## src/hw/rtl/gpx_pkg.sv

```systemverilog
// ---------------------------------------------------------------------------
// gpx_pkg
// Constants, codes and beat types of the GPIO expander shadow.
// ---------------------------------------------------------------------------
`timescale 1ns / 1ps

package gpx_pkg;

    localparam int NUM_BANKS  = 5;
    localparam int NUM_PINS   = NUM_BANKS * 8;
    localparam int LEVELS_W   = 40;
    localparam int WIDE_W     = (NUM_PINS > LEVELS_W) ? NUM_PINS : LEVELS_W;
    localparam int KIND_W     = 4;
    localparam int BANK_W     = 3;
    localparam int PIN_W      = 6;
    localparam int ITYPE_W    = 3;
    localparam int REG_W      = 5;
    localparam int BANK_IDX_W = (NUM_BANKS > 1) ? $clog2(NUM_BANKS) : 1;
    localparam int PIN_IDX_W  = $clog2(NUM_PINS);

    localparam logic [KIND_W-1:0] KIND_DIR_IN  = 4'd0;
    localparam logic [KIND_W-1:0] KIND_DIR_OUT = 4'd1;
    localparam logic [KIND_W-1:0] KIND_SET     = 4'd2;
    localparam logic [KIND_W-1:0] KIND_CLEAR   = 4'd3;
    localparam logic [KIND_W-1:0] KIND_INVERT  = 4'd4;
    localparam logic [KIND_W-1:0] KIND_READ    = 4'd5;
    localparam logic [KIND_W-1:0] KIND_SAMPLE  = 4'd6;
    localparam logic [KIND_W-1:0] KIND_ATTACH  = 4'd7;
    localparam logic [KIND_W-1:0] KIND_DETACH  = 4'd8;

    localparam logic [ITYPE_W-1:0] IRQ_DISABLE = 3'd0;
    localparam logic [ITYPE_W-1:0] IRQ_RISING  = 3'd1;
    localparam logic [ITYPE_W-1:0] IRQ_FALLING = 3'd2;
    localparam logic [ITYPE_W-1:0] IRQ_ANY     = 3'd3;
    localparam logic [ITYPE_W-1:0] IRQ_LOW     = 3'd4;
    localparam logic [ITYPE_W-1:0] IRQ_HIGH    = 3'd5;

    localparam logic [REG_W-1:0] REG_LEVEL_BASE = 5'h08;
    localparam logic [REG_W-1:0] REG_DIR_BASE   = 5'h18;

    typedef struct packed {
        logic [KIND_W-1:0]   kind;
        logic [BANK_W-1:0]   bank;
        logic [7:0]          mask;
        logic [LEVELS_W-1:0] pin_levels;
        logic [PIN_W-1:0]    pin;
        logic [ITYPE_W-1:0]  irq_type;
    } gpx_item_t;

    typedef struct packed {
        logic                bus_write_valid;
        logic [REG_W-1:0]    bus_reg;
        logic [7:0]          bus_data;
        logic [7:0]          read_value;
        logic [LEVELS_W-1:0] fire_mask;
        logic [LEVELS_W-1:0] all_levels;
    } gpx_result_t;

    function automatic logic pin_fires(
        input logic               attached,
        input logic [ITYPE_W-1:0] itype,
        input logic               old_level,
        input logic               cur_level
    );
        logic hit;
        begin
            hit = 1'b0;
            case (itype)
                IRQ_RISING, IRQ_HIGH: hit = cur_level & ~old_level;
                IRQ_FALLING, IRQ_LOW: hit = ~cur_level & old_level;
                IRQ_ANY:              hit = cur_level ^ old_level;
                default:              hit = 1'b0;
            endcase
            return attached & hit;
        end
    endfunction

endpackage

```

## src/hw/rtl/gpx_if.sv

```systemverilog
// ---------------------------------------------------------------------------
// gpx_if
// Valid/ready channels for command beats and result beats.
// ---------------------------------------------------------------------------
`timescale 1ns / 1ps

interface gpx_in_if
    import gpx_pkg::*;
();
    logic                valid;
    logic                ready;
    logic [KIND_W-1:0]   kind;
    logic [BANK_W-1:0]   bank;
    logic [7:0]          mask;
    logic [LEVELS_W-1:0] pin_levels;
    logic [PIN_W-1:0]    pin;
    logic [ITYPE_W-1:0]  irq_type;

    modport source (output valid, kind, bank, mask, pin_levels, pin, irq_type, input ready);
    modport sink   (input valid, kind, bank, mask, pin_levels, pin, irq_type, output ready);
endinterface

interface gpx_out_if
    import gpx_pkg::*;
();
    logic                valid;
    logic                ready;
    logic                bus_write_valid;
    logic [REG_W-1:0]    bus_reg;
    logic [7:0]          bus_data;
    logic [7:0]          read_value;
    logic [LEVELS_W-1:0] fire_mask;
    logic [LEVELS_W-1:0] all_levels;

    modport source (output valid, bus_write_valid, bus_reg, bus_data, read_value, fire_mask,
                    all_levels, input ready);
    modport sink   (input valid, bus_write_valid, bus_reg, bus_data, read_value, fire_mask,
                    all_levels, output ready);
endinterface

```

## src/hw/rtl/gpx_state.sv

```systemverilog
// ---------------------------------------------------------------------------
// gpx_state
// Shadow registers of the expander and the per-beat update and result logic.
// ---------------------------------------------------------------------------
`timescale 1ns / 1ps

module gpx_state
    import gpx_pkg::*;
(
    input  logic        clk,
    input  logic        rst_n,
    input  logic        en,
    input  gpx_item_t   item,
    output gpx_result_t result
);

    logic [7:0]         dir_reg   [NUM_BANKS];
    logic [7:0]         dir_next  [NUM_BANKS];
    logic [7:0]         level_reg [NUM_BANKS];
    logic [7:0]         level_next[NUM_BANKS];
    logic [ITYPE_W-1:0] type_reg  [NUM_PINS];
    logic [ITYPE_W-1:0] type_next [NUM_PINS];
    logic [NUM_PINS-1:0] att_reg;
    logic [NUM_PINS-1:0] att_next;

    logic                  bank_ok;
    logic                  pin_ok;
    logic [BANK_IDX_W-1:0] bidx;
    logic [PIN_IDX_W-1:0]  pidx;
    logic [7:0]            new_byte;
    logic [WIDE_W-1:0]     cur_wide;
    logic [WIDE_W-1:0]     old_wide;
    logic [WIDE_W-1:0]     new_wide;
    logic [WIDE_W-1:0]     fire_wide;

    assign bank_ok  = {1'b0, item.bank} < (BANK_W + 1)'(NUM_BANKS);
    assign pin_ok   = {1'b0, item.pin} < (PIN_W + 1)'(NUM_PINS);
    assign bidx     = item.bank[BANK_IDX_W-1:0];
    assign pidx     = item.pin[PIN_IDX_W-1:0];
    assign cur_wide = WIDE_W'(item.pin_levels);

    always_comb
    begin
        old_wide = '0;
        for (int b = 0; b < NUM_BANKS; b++)
        begin
            old_wide[b*8 +: 8] = level_reg[b];
        end
    end

    always_comb
    begin
        dir_next   = dir_reg;
        level_next = level_reg;
        type_next  = type_reg;
        att_next   = att_reg;
        new_byte   = '0;
        fire_wide  = '0;
        result     = '0;
        case (item.kind)
            KIND_DIR_IN, KIND_DIR_OUT:
            begin
                if (bank_ok)
                begin
                    new_byte = (item.kind == KIND_DIR_IN) ? (dir_reg[bidx] | item.mask)
                                                          : (dir_reg[bidx] & ~item.mask);
                    dir_next[bidx]         = new_byte;
                    result.bus_write_valid = 1'b1;
                    result.bus_reg         = REG_DIR_BASE + REG_W'(item.bank);
                    result.bus_data        = new_byte;
                end
            end
            KIND_SET, KIND_CLEAR, KIND_INVERT:
            begin
                if (bank_ok)
                begin
                    if (item.kind == KIND_SET)
                        new_byte = level_reg[bidx] | item.mask;
                    else if (item.kind == KIND_CLEAR)
                        new_byte = level_reg[bidx] & ~item.mask;
                    else
                        new_byte = level_reg[bidx] ^ item.mask;
                    level_next[bidx]       = new_byte;
                    result.bus_write_valid = 1'b1;
                    result.bus_reg         = REG_LEVEL_BASE + REG_W'(item.bank);
                    result.bus_data        = new_byte;
                end
            end
            KIND_READ:
            begin
                if (bank_ok)
                    result.read_value = level_reg[bidx] & item.mask;
            end
            KIND_SAMPLE:
            begin
                for (int p = 0; p < NUM_PINS; p++)
                begin
                    fire_wide[p] = pin_fires(att_reg[p], type_reg[p], old_wide[p], cur_wide[p]);
                end
                for (int b = 0; b < NUM_BANKS; b++)
                begin
                    level_next[b] = cur_wide[b*8 +: 8];
                end
                result.fire_mask = fire_wide[LEVELS_W-1:0];
            end
            KIND_ATTACH:
            begin
                if (pin_ok)
                begin
                    type_next[pidx] = item.irq_type;
                    att_next[pidx]  = (item.irq_type != IRQ_DISABLE);
                end
            end
            KIND_DETACH:
            begin
                if (pin_ok)
                    att_next[pidx] = 1'b0;
            end
            default:
            begin
            end
        endcase
        new_wide = '0;
        for (int b = 0; b < NUM_BANKS; b++)
        begin
            new_wide[b*8 +: 8] = level_next[b];
        end
        result.all_levels = new_wide[LEVELS_W-1:0];
    end

    always_ff @(posedge clk or negedge rst_n)
    begin
        if (!rst_n)
        begin
            for (int b = 0; b < NUM_BANKS; b++)
            begin
                dir_reg[b]   <= '0;
                level_reg[b] <= '0;
            end
            for (int p = 0; p < NUM_PINS; p++)
            begin
                type_reg[p] <= IRQ_DISABLE;
            end
            att_reg <= '0;
        end
        else if (en)
        begin
            dir_reg   <= dir_next;
            level_reg <= level_next;
            type_reg  <= type_next;
            att_reg   <= att_next;
        end
    end

endmodule

```

## src/hw/rtl/gpio_expander_shadow_irq.sv

```systemverilog
// ---------------------------------------------------------------------------
// gpio_expander_shadow_irq
// Shadow of a banked GPIO expander with per-pin change interrupts.
// ---------------------------------------------------------------------------
// Every command beat yields exactly one result beat. The block takes one beat
// per cycle while the sink keeps taking results: a beat is captured in the
// input register, then applied to the shadow state and resolved into its
// result as it moves into the output register, where the result sits until
// the sink takes it. Mask commands on a valid bank return the device register
// write (level at 0x08 plus bank, direction at 0x18 plus bank); a sample
// returns the attached pins that fire against the stored levels, then stores them.
`timescale 1ns / 1ps

module gpio_expander_shadow_irq
    import gpx_pkg::*;
(
    input logic     clk,
    input logic     rst_n,
    gpx_in_if.sink  item,
    gpx_out_if.source result
);

    gpx_item_t   item_reg;
    logic        item_valid_reg;
    logic        item_valid_next;
    gpx_result_t result_reg;
    gpx_result_t result_next;
    logic        result_valid_reg;
    logic        result_valid_next;
    logic        in_accept;
    logic        advance;

    assign advance           = item_valid_reg & (~result_valid_reg | result.ready);
    assign item.ready        = ~item_valid_reg | advance;
    assign in_accept         = item.valid & item.ready;
    assign item_valid_next   = in_accept | (item_valid_reg & ~advance);
    assign result_valid_next = advance | (result_valid_reg & ~result.ready);

    gpx_state u_gpx_state (
        .clk    (clk),
        .rst_n  (rst_n),
        .en     (advance),
        .item   (item_reg),
        .result (result_next)
    );

    always_ff @(posedge clk or negedge rst_n)
    begin
        if (!rst_n)
        begin
            item_valid_reg   <= 1'b0;
            result_valid_reg <= 1'b0;
        end
        else
        begin
            item_valid_reg   <= item_valid_next;
            result_valid_reg <= result_valid_next;
        end
    end

    // capture beat and load result register
    always_ff @(posedge clk)
    begin
        if (in_accept)
        begin
            item_reg.kind       <= item.kind;
            item_reg.bank       <= item.bank;
            item_reg.mask       <= item.mask;
            item_reg.pin_levels <= item.pin_levels;
            item_reg.pin        <= item.pin;
            item_reg.irq_type   <= item.irq_type;
        end
        if (advance)
            result_reg <= result_next;
    end

    assign result.valid           = result_valid_reg;
    assign result.bus_write_valid = result_reg.bus_write_valid;
    assign result.bus_reg         = result_reg.bus_reg;
    assign result.bus_data        = result_reg.bus_data;
    assign result.read_value      = result_reg.read_value;
    assign result.fire_mask       = result_reg.fire_mask;
    assign result.all_levels      = result_reg.all_levels;

endmodule

```

## src/flat_wrapper.sv

```systemverilog
// flat-port wrapper written by rule: the top's interface ports become plain ports
module gpio_expander_shadow_irq_flat import gpx_pkg::*;
  (clk, rst_n, item_valid, item_kind, item_bank, item_mask, item_pin_levels, item_pin, item_irq_type, item_ready, result_valid, result_bus_write_valid, result_bus_reg, result_bus_data, result_read_value, result_fire_mask, result_all_levels, result_ready);
  gpx_in_if item_i ();
  gpx_out_if result_i ();
  input logic clk;
  input logic rst_n;
  input wire logic [$bits(item_i.valid)-1:0] item_valid;
  input wire logic [$bits(item_i.kind)-1:0] item_kind;
  input wire logic [$bits(item_i.bank)-1:0] item_bank;
  input wire logic [$bits(item_i.mask)-1:0] item_mask;
  input wire logic [$bits(item_i.pin_levels)-1:0] item_pin_levels;
  input wire logic [$bits(item_i.pin)-1:0] item_pin;
  input wire logic [$bits(item_i.irq_type)-1:0] item_irq_type;
  output wire logic [$bits(item_i.ready)-1:0] item_ready;
  output wire logic [$bits(result_i.valid)-1:0] result_valid;
  output wire logic [$bits(result_i.bus_write_valid)-1:0] result_bus_write_valid;
  output wire logic [$bits(result_i.bus_reg)-1:0] result_bus_reg;
  output wire logic [$bits(result_i.bus_data)-1:0] result_bus_data;
  output wire logic [$bits(result_i.read_value)-1:0] result_read_value;
  output wire logic [$bits(result_i.fire_mask)-1:0] result_fire_mask;
  output wire logic [$bits(result_i.all_levels)-1:0] result_all_levels;
  input wire logic [$bits(result_i.ready)-1:0] result_ready;
  assign item_i.valid = item_valid;
  assign item_i.kind = item_kind;
  assign item_i.bank = item_bank;
  assign item_i.mask = item_mask;
  assign item_i.pin_levels = item_pin_levels;
  assign item_i.pin = item_pin;
  assign item_i.irq_type = item_irq_type;
  assign item_ready = item_i.ready;
  assign result_valid = result_i.valid;
  assign result_bus_write_valid = result_i.bus_write_valid;
  assign result_bus_reg = result_i.bus_reg;
  assign result_bus_data = result_i.bus_data;
  assign result_read_value = result_i.read_value;
  assign result_fire_mask = result_i.fire_mask;
  assign result_all_levels = result_i.all_levels;
  assign result_i.ready = result_ready;
  gpio_expander_shadow_irq u_core (.clk(clk), .rst_n(rst_n), .item(item_i), .result(result_i));
endmodule
```

## config.mk

```make
export PLATFORM = sky130hd
export DESIGN_NAME = gpio_expander_shadow_irq_flat
export DESIGN_NICKNAME = d
export VERILOG_FILES = /design/src/hw/rtl/gpx_pkg.sv /design/src/hw/rtl/gpx_if.sv /design/src/hw/rtl/gpx_state.sv /design/src/hw/rtl/gpio_expander_shadow_irq.sv /design/src/flat_wrapper.sv
export SDC_FILE = /design/constraint.sdc
export NUM_CORES = 1
export LEC_CHECK = 0
export BUFFER_PORTS_ARGS = -buffer_cell sky130_fd_sc_hd__buf_2
export CAP_MARGIN = 20
export CELL_PAD_IN_SITES_DETAIL_PLACEMENT = 1
export CELL_PAD_IN_SITES_GLOBAL_PLACEMENT = 1
export CORE_MARGIN = 3
export CORE_UTILIZATION = 42
export CTS_CLUSTER_DIAMETER = 40
export CTS_CLUSTER_SIZE = 12
export DETAILED_ROUTE_END_ITERATION = 8
export PLACE_DENSITY = 0.81
export REMOVE_ABC_BUFFERS = 1
export SYNTH_ARGS = -nofsm -noshare
export SYNTH_HDL_FRONTEND = slang
export SYNTH_SLANG_ARGS = --single-unit
```

## constraint.sdc

```tcl
create_clock -name clk -period 4.3 [get_ports clk]
set_input_delay 0.86 -clock clk [delete_from_list [all_inputs] [get_ports clk]]
set_output_delay 0.86 -clock clk [all_outputs]
set_load 0.01 [all_outputs]
```

==> results of run 1 <==
cells in the mapped netlist, types with 10 or more instances:
library cell	count	area [um^2]
a21oi_1	53	265.3
a211oi_1	19	142.6
o31ai_1	10	75.07
o211ai_1	34	255.2
nand3b_1	14	105.1
and2_1	12	75.07
o22ai_1	14	87.58
mux2_1	132	1486
mux2i_1	57	570.6
nor2b_1	13	81.33
a22oi_1	44	330.3
nand2_1	127	476.7
nand2b_1	12	75.07
inv_1	127	476.7
ha_1	104	1301
clkbuf_1	81	304.0
edfxtp_1	165	4955
o21ai_1	104	520.5
o21ai_0	97	485.5
nor2_1	110	412.9
dfrtp_1	242	6056
o221ai_1	47	411.6
nand3_1	82	410.4
power by group through the flow:
stage | clock network (mW) | registers (mW) | logic, mW
after floorplan | 0 | 4.87 | 0.980
after global placement | 0 | 5.05 | 1.66
after detailed placement | 0 | 5.07 | 1.77
after CTS | 5.01 | 5.00 | 1.80
after global routing | 5.19 | 5.06 | 2.00
final | 4.94 | 5.04 | 1.81
layout make-up:
class                   count  area share, %
flip-flops and latches    407          46.06
multi-input cells        1173          35.28
well taps                 607          3.177
clock buffers              70          6.742
inverters                 127          2.005
repair buffers            209          4.936
clock inverters            43          1.790
diodes                      1        0.01047
critical path, delay by kind of cell, from the launching register on:
family          cells  cell delay [ps]
flops               1              830
compound gates      4              640
simple gates        3              530
buf+inv             2              510
mux                 1              350
fa+ha+maj           1              220
metrics by stage:
stage / hold slack (ps) / total power [mW]
after floorplan: 455.2 / 5.850
after global placement: 473.0 / 6.709
after detailed placement: 477.2 / 6.840
after CTS: 160.6 / 11.81
after global routing: 184.7 / 12.24
final: 155.4 / 11.78
per-layer routing:
metal  track usage [%]  part of all wire (%)  vias to the layer above
met5                 0                 0.019                        -
met4             9.635                   3.4                        2
met3             4.758                   6.7                      164
met2             43.88                    49                      665
met1             34.17                    41                     8307
li1                  -                     -                     6957
kinds of logic (layout without fill, tap and decap cells):
kind of cell / Yosys count / in the layout
AO/OA/AOI/OAI: 462 / 462
adder cells (fa/ha/maj): 104 / 104
buffers and inverters: 224 / 449
flip-flops: 407 / 407
multiplexers: 191 / 191
other: 0 / 1
AND/OR/NAND/NOR: 416 / 416
worst max-delay path by stage:
stage | startpoint | end | slack, ps | depth (start not counted)
global placement | u_core.item_reg[57] | u_core.result.all_levels[5] | 1210 | 7
detailed placement | u_core.item_reg[59] | u_core.result.all_levels[23] | 1050 | 11
finish | u_core.item_reg[59] | u_core.result.all_levels[7] | 920 | 11
global route | u_core.item_reg[59] | u_core.result.all_levels[7] | 730 | 11
CTS | u_core.item_reg[59] | u_core.result.all_levels[7] | 1000 | 11
floorplan | u_core.item_reg[60] | u_core.u_gpx_state.level_reg[0] | -3040 | 3
==> results.toml, run 1 <==
[clock_tree]
cts_buffers = 60
postCtsSetupBuffers = 0
htree_levels = 2
cts.repair.resized = 0
clockBufferDepth = 3
cts_num_sinks = 407
ctsHoldBuffers = 0
cts-root-buf = "clkbuf_16"
cts_tree = "built"
clk_latency_ps = 620
clk_pin_slew_worst_paths_ps = 60

[power]
p_int_mw = 8.105
p_switching_mw = 3.679
switching_share_pct = 31.22
p_leak_nw = 10.47
power_frac_clock_pct = 41.9
vdd_ir_drop_max_v = 0.0002776
power_frac_comb_pct = 15.3
p_per_area_nw_per_um2 = 493.0
seq_power_share_pct = 42.8

[cells_and_area]
layout-drive-gt1-share_pct = 16.76
multiInputGateArea_um2 = 8432
largest_reg_flops = 120
final_common_cell = "dfrtp_1"
fillers = 5005
synthToLayoutAreaGrowth_pct = 17.85
finalNetCount = 2150
finalNonFillerCells = 2637
fin_area_um2 = 23900
fin_util_pct = 50.70
seqCellArea_um2 = 11010
final_cell_mix = "dfrtp_1 (242), buf_2 (170), edfxtp_1 (165)"

[grt]
first_global_vias = 17171
antenna_found_initial = 4
overflow = 0
grt_use_total_pct = 26.21
grt_pass1_wl_um = 102300
grt_max_degree = 139

[setup_path]
cpPeakStageDelay_ps = 830
crit_path_max_fanout = 19
endpoint_kind = "flip-flop"
cp.required_ps = 4630
critical_path.slowest_cell = "edfxtp_1"
crit_chain = "nor2b_1 -> nand2_1 -> buf_4 -> o22ai_1 -> a221o_1 -> ha_1 -> nand2_1 -> o21ai_1 -> mux2i_1 -> buf_4 -> o221ai_1"
cp.arrival_ps = 3720
timing.rr.end = "u_core.result.all_levels[7]"
crit_path_start_kind = "flip-flop"
r2r_cells = 11
crit_type = "reg2reg"
reg2reg_slack_ps = 920
r2r_start = "u_core.item_reg[59]"

[sta]
setup-violations-final = 0
hold_viol_final = 0
fmax_mhz = 295.5
relSlewSlack_pct = 26.77
clock_skew_ps = 25.80
rsz0062_at_grt = "no"
slew_violations = 0
period_share_pct = 78.71
setup_tns_ps = 0
worstMarginPinSlew_ps = 1094
period_needed_ps = 3385
setup_ws_ps = 915.4

[synth]
synth_cell_type_count = 57
yosysSeqAreaShare_pct = 54.28
synth_edf_count = 165
syn_avg_cell_area_um2 = 11.24
synth-xor-area-share_pct = 0
syn-cell-area_um2 = 20280
synth_compound_area_share_pct = 14.63
synth_mux_area_share_pct = 10.36
syn_inst = 1804
ys.warnings.count = 0
async_flop_share_pct = 59.46
synth_seq_cells = 407
synthSimpleGateAreaFrac_pct = 10.05
synthFlopType = "dfrtp_1"
synth_top_family_by_area = "compound AO/OA/AOI/OAI gates"
synthAdderAreaFrac_pct = 6.415

[place]
dp_slack_ps = 1053
place_hpwl_um = 45800
routabilityCongestion = 0.8858
port_buffers = 171
dp_cells = 2522
postPlaceCellArea_um2 = 21850

[detailed_routing]
antenna_left = 0
vias = 16095
first_pass_iters = 7
viasPerCell = 6.104
route.detailed.drc = 0
drt_iter0_drc = 1438
wl_per_cell_um = 25.34
wl_um = 66810

[hold_path]
hold_class = "in2async"

[floorplanning]
fp-row-count = 79
chipHeight_um = 225.8
die_area_um2 = 50970
die_w_um = 225.8
io_pins = 172
core_area_um2 = 47150
start_util_pct = 43.02

[run_status]
outcome = "completed"

[run]
drv_cap = 0
Note: power is estimated with default switching activity, not from simulation.
==> inputs of run 2 (changes only) <==
Settings changed: PLACE_DENSITY 0.81 to 0.84.
Clock period 4.3 ns to 3 ns, I/O delays scaled along.
==> run 2 against run 1 <==
  * Largest power group is now the clock network
  * Worst hold slack improved by 6.6 ps
  * Via count increased by 0.89%
  * Sequential power increased by 43%
  * Die area unchanged
==> results.toml, run 2 (same netlist as run 1, synthesis figures left out) <==
[power]
vdd_ir_drop_max_v = 0.0005463
seq_power_share_pct = 39.7
p_int_mw = 12.55
switching_share_pct = 30.62
p_leak_nw = 10.83
p_per_area_nw_per_um2 = 735.8
power_frac_comb_pct = 15.1
p_switching_mw = 5.536
power_frac_clock_pct = 45.2
design_power_total_mw = 18.08

[cells_and_area]
finalNetCount = 2193
finalNonFillerCells = 2684
synthToLayoutAreaGrowth_pct = 21.15
final_cell_mix = "dfrtp_1 (242), buf_2 (170), edfxtp_1 (165)"
largest_reg_flops = 120
final_common_cell = "dfrtp_1"
layout-drive-gt1-share_pct = 18.49
fillers = 4991
antenna_cells = 0

[grt]
grt_pass1_wl_um = 105400
first_global_vias = 17501
overflow = 0
grt_max_degree = 81
antenna_found_initial = 3
grt_use_total_pct = 27.19

[setup_path]
timing.rr.end = "u_core.result.all_levels[1]"
cp.arrival_ps = 3140
critical_path.startpoint = "u_core.item_reg[63]"
endpoint_kind = "flip-flop"
r2r_start = "u_core.item_reg[63]"
crit_type = "reg2reg"
crit_buf_inv = 1
cpPeakStageDelay_ps = 570
critical_path.slowest_cell = "edfxtp_1"
crit_top_cell = "nand2_1"
critPathTopFamily = "simple AND/OR/NAND/NOR gates"
crit_chain = "or4b_1 -> nand2_1 -> buf_4 -> nand2_1 -> o221ai_1"
r2r_cells = 5
reg2reg_slack_ps = 230
crit_path_max_fanout = 13
crit_path_start_kind = "flip-flop"
cp.required_ps = 3370

[hold_path]
holdPathStages = 1
hold_path.startpoint = "item_pin_levels[7]"
hold_path_end = "u_core.item_reg[16]"
hold_class = "in2reg"

[sta]
setup-violations-final = 0
rsz0062_at_grt = "no"
fmax_mhz = 361.3
slew_violations = 0
period_needed_ps = 2767
hold_viol_final = 0
period_share_pct = 92.25
relSlewSlack_pct = 33.26
setup_tns_ps = 0
worstMarginPinSlew_ps = 992.7
clock_skew_ps = 47.05

[clock_tree]
cts-root-buf = "clkbuf_16"
cts_buffers = 68
cts.repair.resized = 0
cts_num_sinks = 407
clockBufferDepth = 3
clk_pin_slew_worst_paths_ps = 60
htree_levels = 3
clk_latency_ps = 620
cts_tree = "built"
ctsHoldBuffers = 1
postCtsSetupBuffers = 0

[detailed_routing]
route.detailed.drc = 0
wl_um = 69450
drt_iter0_drc = 1361
antenna_left = 0
viasPerCell = 6.050
wl_per_cell_um = 25.88
vias = 16238
first_pass_iters = 5

[run_status]
outcome = "completed"

[place]
dp_cells = 2557
routabilityCongestion = 0.8750
port_buffers = 171
place_hpwl_um = 48030

[floorplanning]
fp-row-count = 79
die_area_um2 = 50970
start_util_pct = 43.02
io_pins = 172
chipHeight_um = 225.8
die_w_um = 225.8
core_area_um2 = 47150

[run]
drv_cap = 0
## run 2: cell count changes in the layout (fill, tap and decap cells not counted), sizes merged
cell,previous run,this run
clkinv,19,18
inv,138,143
clkinvlp,9,7
diode,1,0
bufinv,4,8
clkbuf,70,77
buf,209,243
dlygate4sd3,0,1
## run 2: through the flow
step / utilization (%) / cell area [um^2] / hold WS (ps) / setup WS (ps)
3_3_place_gp: 47.00 / 22160 / 472.9 / 381.6
4_1_cts: 52.12 / 24570 / 137.8 / 205.6
2_1_floorplan: - / 19900 / 304.4 / -4341
5_1_grt: 52.12 / 24570 / 143.5 / 84.89
6_report: 52.12 / 24570 / 162.0 / 232.6
3_5_place_dp: 47.00 / 22160 / 478.2 / 331.1
## run 2: power by group through the flow
stage          logic (mW)  clock network, mW  registers (mW)
2_1_floorplan        1.40                  0            6.98
3_3_place_gp         2.49                  0            7.20
3_5_place_dp         2.66                  0            7.23
4_1_cts              2.71               8.26            7.15
5_1_grt              2.99               8.53            7.22
6_report             2.73               8.17            7.19
## run 2: how the worst max path moves through the flow
stage / endpoint / slack (ps) / depth (start not counted)
after floorplan: u_core.u_gpx_state.level_reg[0] / -4340 / 3
after global placement: u_core.result.all_levels[0] / 380 / 8
after detailed placement: u_core.result.all_levels[4] / 330 / 8
after CTS: item_ready / 210 / 3
after global routing: item_ready / 80 / 3
final: u_core.result.all_levels[1] / 230 / 5
## run 2: cell type report
class / count / area (um^2) / area share [%]
flip-flops and latches: 407 / 11010 / 44.81
clock inverters: 49 / 604.3 / 2.459
well taps: 607 / 759.5 / 3.091
clock buffers: 77 / 1798 / 7.317
multi-input cells: 1173 / 8429 / 34.30
repair buffers: 244 / 1491 / 6.070
inverters: 127 / 479.2 / 1.950
## run 2: routing by layer
| metal | global-route usage (%) | share of wire [%] | vias to the layer above |
|---|---|---|---|
| li1 | - | - | 7052 |
| met1 | 33.91 | 40 | 8284 |
| met2 | 45.48 | 49 | 698 |
| met3 | 6.421 | 7.1 | 202 |
| met4 | 11.42 | 4.0 | 2 |
| met5 | 0 | 0.019 | - |
==> inputs of run 3 (changes only) <==
Settings changed: PLACE_DENSITY 0.84 to 0.73, RECOVER_POWER set to 25, REMOVE_ABC_BUFFERS 1 to not set.
==> run 3 against run 2 <==
  * The run now ends with capacitance limit, slew limit left
  * Design area grew 0.20%
  * Worst setup slack lost 26 ps
  * Critical endpoint is now item_ready
  * Core utilization is 0.10 points higher
  * Flip-flop and latch count unchanged
  * Wire length is 0.57% higher
  * Via count decreased by 1.1%
  * Die area did not move
==> results.toml, run 3 (same netlist as run 1, synthesis figures left out) <==
[floorplanning]
die_area_um2 = 50970
fp-row-count = 79
chipHeight_um = 225.8
core_area_um2 = 47150
start_util_pct = 43.02
io_pins = 172
die_w_um = 225.8

[setup_path]
crit_type = "reg2out"
r2r_cells = 8
r2r_start = "u_core.item_reg[57]"
cp.arrival_ps = 2190
crit_path_start_kind = "flip-flop"
crit_path_max_fanout = 7
cp.required_ps = 2400
timing.rr.end = "u_core.result.bus_data[3]"
endpoint_kind = "primary output"
reg2reg_slack_ps = 240

[clock_tree]
htree_levels = 3
cts-root-buf = "clkbuf_16"
cts_tree = "built"
cts_num_sinks = 407
postCtsSetupBuffers = 0
clk_latency_ps = 600
clockBufferDepth = 3
cts_buffers = 70
clk_pin_slew_worst_paths_ps = 50

[sta]
setup_ws_ps = 206.9
worstMarginPinSlew_ps = 2053
period_needed_ps = 2793
setup-violations-final = 0
fmax_mhz = 358.0
period_share_pct = 93.10
relSlewSlack_pct = -36.88
clock_skew_ps = 26.65
rsz0062_at_grt = "no"
hold_viol_final = 0
slew_violations = 70

[cells_and_area]
antenna_cells = 0
final_cell_mix = "dfrtp_1 (242), edfxtp_1 (165), buf_2 (161)"
synthToLayoutAreaGrowth_pct = 21.39
finalNonFillerCells = 2687
layout-drive-gt1-share_pct = 18.13
final_common_cell = "dfrtp_1"
finalNetCount = 2199
largest_reg_flops = 120
fin_util_pct = 52.22
fin_area_um2 = 24620

[grt]
use_met2_pct = 45.87
first_global_vias = 17110
grt_max_degree = 81
grt_pass1_wl_um = 105900
grt_use_met3_pct = 5.018
grtUsageMet1_pct = 36.34
overflow = 0
globalRoute.busiestLayer = "met2"
grt_use_total_pct = 27.54
antenna_found_initial = 1

[run_status]
violations = "capacitance limit, slew limit"
outcome = "finished, violations left"

[place]
dp_slack_ps = 224.5
dp_cells = 2561
port_buffers = 171
routabilityCongestion = 0.8814
postPlaceCellArea_um2 = 22200
place_hpwl_um = 48270

[power]
p_per_area_nw_per_um2 = 743.2
vdd_ir_drop_max_v = 0.0004172
p_leak_nw = 10.87
design_power_total_mw = 18.30

[hold_path]
hold_path.startpoint = "item_pin_levels[24]"
hold_class = "in2reg"
holdPathStages = 1
hold_path_end = "u_core.item_reg[33]"

[run]
drv_cap = 1

[synth]
syn_nets = 1976

[detailed_routing]
antenna_left = 0
viasPerCell = 5.975
wl_um = 69840
vias = 16054
route.detailed.drc = 0
drt_iter0_drc = 1309
wl_per_cell_um = 25.99
first_pass_iters = 5
-- run 3: layout make-up --
| type | instances | area, um^2 |
|---|---|---|
| clock buffer | 83 | 1916 |
| clock inverter | 42 | 516.7 |
| fill | 4972 | 22530 |
| inverter | 127 | 478.0 |
| multi-input combinational | 1173 | 8444 |
| sequential | 407 | 11010 |
| tap | 607 | 759.5 |
| timing repair buffer | 248 | 1496 |
-- run 3: repair_timing --
| item | CTS | global route |
|---|---|---|
| endpoints found under the setup margin | 0 | 2 |
| resized for setup | 0 | 1 |
| hold buffers | 1 | 0 |
| endpoints found under the hold margin | 3 | 0 |
-- run 3: worst max path at each step --
stage	start	end	depth (start not counted)	slack, ps
3_3_place_gp	u_core.item_reg[57]	u_core.result.bus_data[3]	8	260
2_1_floorplan	result_ready	u_core.u_gpx_state.level_reg[0]	5	-130
4_1_cts	u_core.item_reg[57]	u_core.result.bus_data[3]	7	150
6_report	u_core.result.valid	item_ready	3	210
3_5_place_dp	u_core.item_reg[57]	u_core.result.bus_data[3]	7	220
5_1_grt	u_core.item_reg[57]	u_core.result.all_levels[11]	8	30
-- run 3: critical path, cell delays in order, from the launching register on --
cell,delay (ps)
dfrtp_1,410
nor2b_1,790
nand2_1,210
buf_2,200
-- run 3: routing by layer --
metal / vias up / part of all wire [%]
met5: - / 0
met3: 121 / 6.1
li1: 7052 / -
met4: 0 / 3.0
met2: 579 / 48
met1: 8302 / 43
-- run 3: power by group --
part           switching, mW  total [mW]  internal (mW)
Combinational           1.71        2.75           1.04
Clock                   2.88        8.32           5.44
Sequential             0.821        7.22           6.40
Total                   5.41        18.3           12.9
-- run 3: metrics by stage --
step	hold WS (ps)	setup TNS (ps)
floorplan	304.4	-1882
global placement	470.4	0
detailed placement	477.8	0
CTS	147.3	0
global route	158.8	0
finish	174.6	0
